**src/rtl/scl_pkg.sv**
```systemverilog
// scl_pkg: shared types and constants for the serial command line classifier
// covers command table, event codes, trim phase encoding and result struct
// no dependencies
`timescale 1ns / 1ps

package scl_pkg;

    // byte codes
    localparam logic [7:0] CHAR_LF    = 8'h0A;
    localparam logic [7:0] CHAR_CR    = 8'h0D;
    localparam logic [7:0] CHAR_SPACE = 8'h20;
    localparam logic [7:0] CHAR_TAB   = 8'h09;
    localparam logic [7:0] CHAR_VT    = 8'h0B;
    localparam logic [7:0] CHAR_FF    = 8'h0C;
    localparam logic [7:0] CHAR_UC_A  = 8'h41;
    localparam logic [7:0] CHAR_UC_Z  = 8'h5A;
    localparam logic [7:0] CASE_OFFSET = 8'h20;

    // command table
    localparam int NUM_CMDS  = 7;
    localparam int CMD_CHARS = 5;
    localparam int POS_W     = 3;

    localparam logic [0:NUM_CMDS-1][0:CMD_CHARS-1][7:0] CMD_TEXT = '{
        '{8'h77, 8'h00, 8'h00, 8'h00, 8'h00},   // w
        '{8'h73, 8'h00, 8'h00, 8'h00, 8'h00},   // s
        '{8'h65, 8'h00, 8'h00, 8'h00, 8'h00},   // e
        '{8'h71, 8'h00, 8'h00, 8'h00, 8'h00},   // q
        '{8'h77, 8'h69, 8'h66, 8'h69, 8'h00},   // wifi
        '{8'h63, 8'h6C, 8'h65, 8'h61, 8'h72},   // clear
        '{8'h68, 8'h65, 8'h6C, 8'h70, 8'h00}    // help
    };

    localparam logic [0:NUM_CMDS-1][POS_W-1:0] CMD_LEN = '{
        3'd1, 3'd1, 3'd1, 3'd1, 3'd4, 3'd5, 3'd4
    };

    localparam logic [POS_W-1:0] POS_MAX = 3'd7;

    // event codes
    localparam int EV_W = 3;
    localparam logic [EV_W-1:0] EV_TEXT = 3'd7;

    // trim phase, one-hot
    typedef enum logic [2:0] {
        PH_LEAD = 3'b001,
        PH_WORD = 3'b010,
        PH_TAIL = 3'b100
    } trim_phase_t;

    // result handed from the line tracker to the output register
    typedef struct packed {
        logic            valid;
        logic [EV_W-1:0] code;
    } scl_result_t;

endpackage

```
**src/rtl/scl_char_match.sv**
```systemverilog
// scl_char_match: folds one byte to lower case and compares it against the
// command table at the current word position
// depends on scl_pkg
`timescale 1ns / 1ps

module scl_char_match (
    input  logic [7:0]                      rx_byte,
    input  logic [scl_pkg::POS_W-1:0]       word_position,
    output logic [scl_pkg::NUM_CMDS-1:0]    keep_mask
);

    logic [7:0] folded;

    // ascii upper case to lower case only
    always_comb begin
        if (rx_byte >= scl_pkg::CHAR_UC_A && rx_byte <= scl_pkg::CHAR_UC_Z) begin
            folded = rx_byte + scl_pkg::CASE_OFFSET;
        end else begin
            folded = rx_byte;
        end
    end

    // per command compare at the current position
    always_comb begin
        keep_mask = '0;
        for (int k = 0; k < scl_pkg::NUM_CMDS; k++) begin
            for (int j = 0; j < scl_pkg::CMD_CHARS; j++) begin
                if (word_position == scl_pkg::POS_W'(j)
                        && scl_pkg::POS_W'(j) < scl_pkg::CMD_LEN[k]
                        && scl_pkg::CMD_TEXT[k][j] == folded) begin
                    keep_mask[k] = 1'b1;
                end
            end
        end
    end

endmodule

```
**src/rtl/scl_line_tracker.sv**
```systemverilog
// scl_line_tracker: per-line state (kept count, trim phase, word position,
// candidate mask) and end-of-line classification
// depends on scl_pkg and scl_char_match
`timescale 1ns / 1ps

module scl_line_tracker #(
    parameter int MAX_LINE = 63
) (
    input  logic                 aclk,
    input  logic                 aresetn,
    input  logic                 step_en,
    input  logic [7:0]           rx_byte,
    output scl_pkg::scl_result_t result
);

    localparam int KW = $clog2(MAX_LINE + 1);
    localparam logic [KW-1:0] KEPT_LIMIT = KW'(MAX_LINE);

    logic [KW-1:0]                    kept_count_reg, kept_count_next;
    scl_pkg::trim_phase_t             trim_phase_reg, trim_phase_next;
    logic [scl_pkg::POS_W-1:0]        word_position_reg, word_position_next;
    logic [scl_pkg::NUM_CMDS-1:0]     candidate_mask_reg, candidate_mask_next;
    logic [scl_pkg::NUM_CMDS-1:0]     keep_mask;
    logic                             is_eol;
    logic                             is_blank;
    logic [scl_pkg::EV_W-1:0]         end_code;

    scl_char_match u_char_match (
        .rx_byte       (rx_byte),
        .word_position (word_position_reg),
        .keep_mask     (keep_mask)
    );

    assign is_eol   = (rx_byte == scl_pkg::CHAR_LF) || (rx_byte == scl_pkg::CHAR_CR);
    assign is_blank = (rx_byte == scl_pkg::CHAR_SPACE) || (rx_byte == scl_pkg::CHAR_TAB)
                   || (rx_byte == scl_pkg::CHAR_VT) || (rx_byte == scl_pkg::CHAR_FF);

    // lowest command still matching with full length wins
    always_comb begin
        end_code = scl_pkg::EV_TEXT;
        for (int k = scl_pkg::NUM_CMDS - 1; k >= 0; k--) begin
            if (candidate_mask_reg[k] && word_position_reg == scl_pkg::CMD_LEN[k]) begin
                end_code = scl_pkg::EV_W'(k);
            end
        end
    end

    // next line state
    always_comb begin
        kept_count_next     = kept_count_reg;
        trim_phase_next     = trim_phase_reg;
        word_position_next  = word_position_reg;
        candidate_mask_next = candidate_mask_reg;
        result.valid        = 1'b0;
        result.code         = end_code;
        if (step_en) begin
            priority if (is_eol) begin
                // end of line, empty lines are ignored
                if (kept_count_reg != '0) begin
                    result.valid        = 1'b1;
                    kept_count_next     = '0;
                    trim_phase_next     = scl_pkg::PH_LEAD;
                    word_position_next  = '0;
                    candidate_mask_next = '1;
                end
            end else if (kept_count_reg < KEPT_LIMIT) begin
                kept_count_next = kept_count_reg + 1'b1;
                if (is_blank) begin
                    if (trim_phase_reg == scl_pkg::PH_WORD) begin
                        trim_phase_next = scl_pkg::PH_TAIL;
                    end
                end else begin
                    // text after trailing whitespace can never match
                    if (trim_phase_reg == scl_pkg::PH_TAIL) begin
                        candidate_mask_next = '0;
                    end else begin
                        candidate_mask_next = candidate_mask_reg & keep_mask;
                    end
                    trim_phase_next = scl_pkg::PH_WORD;
                    if (word_position_reg != scl_pkg::POS_MAX) begin
                        word_position_next = word_position_reg + 1'b1;
                    end
                end
            end else begin
                // bytes beyond the line limit are dropped
            end
        end
    end

    // state registers
    always_ff @(posedge aclk) begin
        if (!aresetn) begin
            kept_count_reg     <= '0;
            trim_phase_reg     <= scl_pkg::PH_LEAD;
            word_position_reg  <= '0;
            candidate_mask_reg <= '1;
        end else begin
            kept_count_reg     <= kept_count_next;
            trim_phase_reg     <= trim_phase_next;
            word_position_reg  <= word_position_next;
            candidate_mask_reg <= candidate_mask_next;
        end
    end

endmodule

```
**src/rtl/serial_command_line_classifier.sv**
```systemverilog
// serial_command_line_classifier: a byte passes from the input request through
// the input register, then the result register, to the result request
// throughput: one byte per cycle while the result register is free or draining,
// at most one result per byte, set by the line state update in scl_line_tracker
// reset: synchronous active-low aresetn empties both registers and starts a
// fresh line; no clearing pass
`timescale 1ns / 1ps

module serial_command_line_classifier #(
    parameter int MAX_LINE = 63
) (
    input  logic       aclk,
    input  logic       aresetn,
    input  logic       s_axis_tvalid,
    output logic       s_axis_tready,
    input  logic [7:0] s_axis_tdata,   // [7:0] rx_byte
    output logic       m_axis_tvalid,
    input  logic       m_axis_tready,
    output logic [7:0] m_axis_tdata    // [2:0] event_code, [7:3] zero
);

    logic                     in_valid_reg;
    logic [7:0]               in_byte_reg;
    logic                     out_valid_reg;
    logic [scl_pkg::EV_W-1:0] out_code_reg;
    logic                     advance;
    logic                     step_en;
    scl_pkg::scl_result_t     result;

    // the processing stage moves when the result register is free or draining
    assign advance       = !out_valid_reg || m_axis_tready;
    assign step_en       = in_valid_reg && advance;
    assign s_axis_tready = !in_valid_reg || advance;

    // input register
    always_ff @(posedge aclk) begin
        if (!aresetn) begin
            in_valid_reg <= 1'b0;
        end else if (s_axis_tready) begin
            in_valid_reg <= s_axis_tvalid;
        end
    end

    always_ff @(posedge aclk) begin
        if (s_axis_tready && s_axis_tvalid) begin
            in_byte_reg <= s_axis_tdata;
        end
    end

    scl_line_tracker #(
        .MAX_LINE (MAX_LINE)
    ) u_line_tracker (
        .aclk    (aclk),
        .aresetn (aresetn),
        .step_en (step_en),
        .rx_byte (in_byte_reg),
        .result  (result)
    );

    // result register
    always_ff @(posedge aclk) begin
        if (!aresetn) begin
            out_valid_reg <= 1'b0;
        end else if (advance) begin
            out_valid_reg <= step_en && result.valid;
        end
    end

    always_ff @(posedge aclk) begin
        if (step_en && result.valid) begin
            out_code_reg <= result.code;
        end
    end

    assign m_axis_tvalid = out_valid_reg;
    assign m_axis_tdata  = {{(8 - scl_pkg::EV_W){1'b0}}, out_code_reg};

`ifndef SYNTHESIS
    // input side stalls only when both registers are full and the output is held
    assert property (@(posedge aclk) disable iff (!aresetn)
        !s_axis_tready |-> (in_valid_reg && out_valid_reg && !m_axis_tready))
        else $error("input stalled without a full pipeline");

    // a new result request always comes from a byte held in the input register
    assert property (@(posedge aclk) disable iff (!aresetn)
        $rose(out_valid_reg) |-> $past(in_valid_reg))
        else $error("result appeared without a pending byte");

    // a waiting result keeps its code until taken
    assert property (@(posedge aclk) disable iff (!aresetn)
        (out_valid_reg && !m_axis_tready) |=> $stable(out_code_reg))
        else $error("pending result code changed");
`endif

endmodule

```
**config.mk**
```make
export PLATFORM = sky130hd
export DESIGN_NAME = serial_command_line_classifier
export DESIGN_NICKNAME = d
export VERILOG_FILES = /design/src/rtl/scl_pkg.sv /design/src/rtl/scl_char_match.sv /design/src/rtl/scl_line_tracker.sv /design/src/rtl/serial_command_line_classifier.sv
export SDC_FILE = /design/constraint.sdc
export NUM_CORES = 1
export LEC_CHECK = 0
export BUFFER_PORTS_ARGS = -buffer_cell sky130_fd_sc_hd__buf_2
export CAP_MARGIN = 0
export CORE_MARGIN = 1
export CORE_UTILIZATION = 50
export DETAILED_ROUTE_END_ITERATION = 7
export PLACE_DENSITY_LB_ADDON = 0.05
export SLEW_MARGIN = 20
export SYNTH_ARGS = -nofsm -noshare
export SYNTH_HDL_FRONTEND = slang
export SYNTH_SLANG_ARGS = --single-unit
```
**constraint.sdc**
```tcl
create_clock -name aclk -period 2.5 [get_ports aclk]
set_clock_uncertainty 0.15 [all_clocks]
set_input_delay 0.5 -clock aclk [delete_from_list [all_inputs] [get_ports aclk]]
set_output_delay 0.5 -clock aclk [all_outputs]
set_load 0.01 [all_outputs]
```
==> results.tsv <==
metric	value	unit
yosys_register_bits	32	
asyncSetResetFlopFracSynth	0	%
post_synth.cell_area_avg	9.33	sq um
min_delay_worst_endpoint	in_byte_reg[6]	
remaining_design_rule_violation_count	0	
die_height	63.1	um
insertion_delay	290	ps
period_share	90.9	%
initial_utilization	54.2	%
synthesis.area	1870	sq um
setup.reg_to_reg.worst_slack	230	ps
io_pins	22	
final.min_clock_period	2270	ps
first_global_vias	1483	
number_of_cells_on_the_worst_reg_to_reg_path	6	
synth_edf_count	11	
timing.setup.critical_path_class	reg -> reg	
clock_tree.htree_level_count	2	
layout_commonest_cell	dfxtp_1	
power.leakage	0.832	nW
crit_reg_reg_startpoint	in_byte_reg[6]	
placed_area	2000	sq um
finalMaxSlewViolations	0	
mostFrequentLayoutCells	dfxtp_1, inv_1, nand2_1, buf_2, a21oi_1	
largest_register_ff_count	8	
setup_viol_count_final	0	
yosys.cell_types.count	55	
setup_total_negative_slack	0	ps
grt_pass1_wl	6810	um
critical_path_endpoint_category	register	
grt-ovfl-total	0	
overall_track_demand_over_capacity_in_global_routing	22.9	%
synthesis_warnings	0	
globalplace.congestion	0.844	
post_cts_buffers	0	
drtIter0Drc	61	
holdBufCountCts	0	
cts_sink_cnt	32	
total_routed_length	4070	um
synthXorXnorAreaFrac	0	%
dp_hpwl	3100	um
synth-seq-area-share	40.2	%
yosys.area_share.simple	21.7	%
ys.flop_type	dfxtp_1	
timing.hold.worst_path_depth	1	
max_freq	0.440	GHz
clock-root-buffer	clkbuf_8	
grt_setup_unrepaired	no	
synth_cells	200	
floorplan.core_area	3440	sq um
cts-resized-gates	0	
post_route_cells_drive_above_1_share	18.0	%
cts_max_path_buffers	2	
drt_pass1_iterations	4	
worst_hold_path_type	in -> reg	
main_combinational_cell_family_by_area_after_synthesis	compound AO/OA/AOI/OAI gates	
number_of_cts_inserted_buffers	5	
synthAdderAreaFrac	6.04	%
timing.rr.end	u_line_tracker.kept_count_reg[4]	
max_slew.worst_pin.slew	723	ps
syn_to_final_growth	13.2	%
critical_path_required	2550	ps
maxCapViolCount	0	
postLayoutCoreUtil	61.4	%
port_buffers	16	
antennaDiodeCount	0	
antenna_found_initial	0	
timing.slew.headroom	51.1	%
route.detailed.vias_per_inst	5.84	
critical_path_peak_fanout	14	
cts_tree	done	
via_count	1565	
cp.arrival	2330	ps
grt_start_max_net_pins	15	
total_power	0.00127	W
synth.mux.area_fraction	1.74	%
crit_path_start_kind	register	
fp.dieArea	3980	sq um
final_area	2110	sq um
nNetsFinal	242	
p_per_area	600	nW/um^2
hold_path.startpoint	s_axis_tdata[6]	
power.ir.vdd_worst	0.407	mV
detail-route-antenna-nets	0	
row_count	21	
outcome	complete, no violations	
floorplan.die.width	63.1	um
drt-wirelength-per-cell	15.2	um
synth_compound_area_share	22.7	%
finalHoldViolCount	0	
clk_pin_slew_worst_paths	70	ps
power by group:
group / internal (W) / switching, W / leakage, nW
clock network: 0.000321 / 0.000195 / 0.0588
registers: 0.000566 / 0.0000257 / 0.277
logic: 0.0000677 / 0.0000926 / 0.497
total: 0.000955 / 0.000313 / 0.832
cell families (layout without fill, tap and decap cells):
group,after synthesis,after routing
compound gates,55,55
fa+ha+maj,9,9
buf+inv,30,48
flops,32,32
mux,3,3
other cells,1,5
simple gates,70,70
routing by layer:
| metal | global-route usage [%] | vias up | wire [um] |
|---|---|---|---|
| li1 | - | 774 | - |
| met1 | 24.2 | 731 | 1650 |
| met2 | 41.3 | 52 | 2110 |
| met3 | 5.98 | 8 | 208 |
| met4 | 11.6 | 0 | 104 |
| met5 | 0 | - | 0 |
synth_stat cells (3+ instances only):
| cell type | count | area (sq um) |
|---|---|---|
| nor2_1 | 8 | 30.0 |
| ha_1 | 9 | 113 |
| a211oi_1 | 5 | 37.5 |
| nor3b_1 | 5 | 37.5 |
| nor3_1 | 5 | 25.0 |
| nand2_1 | 16 | 60.1 |
| or3_1 | 5 | 31.3 |
| a31oi_1 | 3 | 18.8 |
| inv_1 | 17 | 63.8 |
| nand2b_1 | 3 | 18.8 |
| a221o_1 | 3 | 30.0 |
| nand3_1 | 5 | 25.0 |
| buf_2 | 6 | 30.0 |
| nor2b_1 | 4 | 25.0 |
| buf_4 | 5 | 37.5 |
| a21oi_1 | 13 | 65.1 |
| dfxtp_1 | 21 | 420 |
| o21ai_1 | 8 | 40.0 |
| edfxtp_1 | 11 | 330 |
| and2_1 | 4 | 25.0 |
critical path, stage by stage (launching register included):
cell and delay, ps:
edfxtp_1 440, nor3_1 420, o2111ai_4 240, mux2i_1 200
buf_4 220, or3_1 350, a21oi_1 160
cell type report:
type | instances | area [sq um]
multi-input cells | 142 | 991
inverters | 17 | 63.8
clock buffers | 6 | 82.6
clock inverters | 2 | 33.8
fillers | 329 | 1330
repair buffers | 23 | 133
flip-flops and latches | 32 | 751
well taps | 46 | 57.6
worst max path at each step:
| stage | start | endpoint | depth (start not counted) |
|---|---|---|---|
| 2_1_floorplan | in_byte_reg[6] | u_line_tracker.word_position_reg[2] | 5 |
| 3_3_place_gp | m_axis_tready | u_line_tracker.candidate_mask_reg[4] | 6 |
| 3_5_place_dp | m_axis_tready | u_line_tracker.candidate_mask_reg[6] | 6 |
| 4_1_cts | in_byte_reg[6] | u_line_tracker.kept_count_reg[5] | 6 |
| 5_1_grt | in_byte_reg[6] | u_line_tracker.kept_count_reg[4] | 6 |
| 6_report | in_byte_reg[6] | u_line_tracker.kept_count_reg[4] | 6 |
metrics by stage:
stage | hold slack [ps] | setup slack [ps] | cells
3_3_place_gp | 306 | 291 | 260
3_5_place_dp | 343 | 241 | 260
4_1_cts | 230 | 236 | 268
6_report | 232 | 228 | 268
2_1_floorplan | 284 | 383 | 204
5_1_grt | 229 | 54.4 | 268
(Power assumes the default switching activity.)
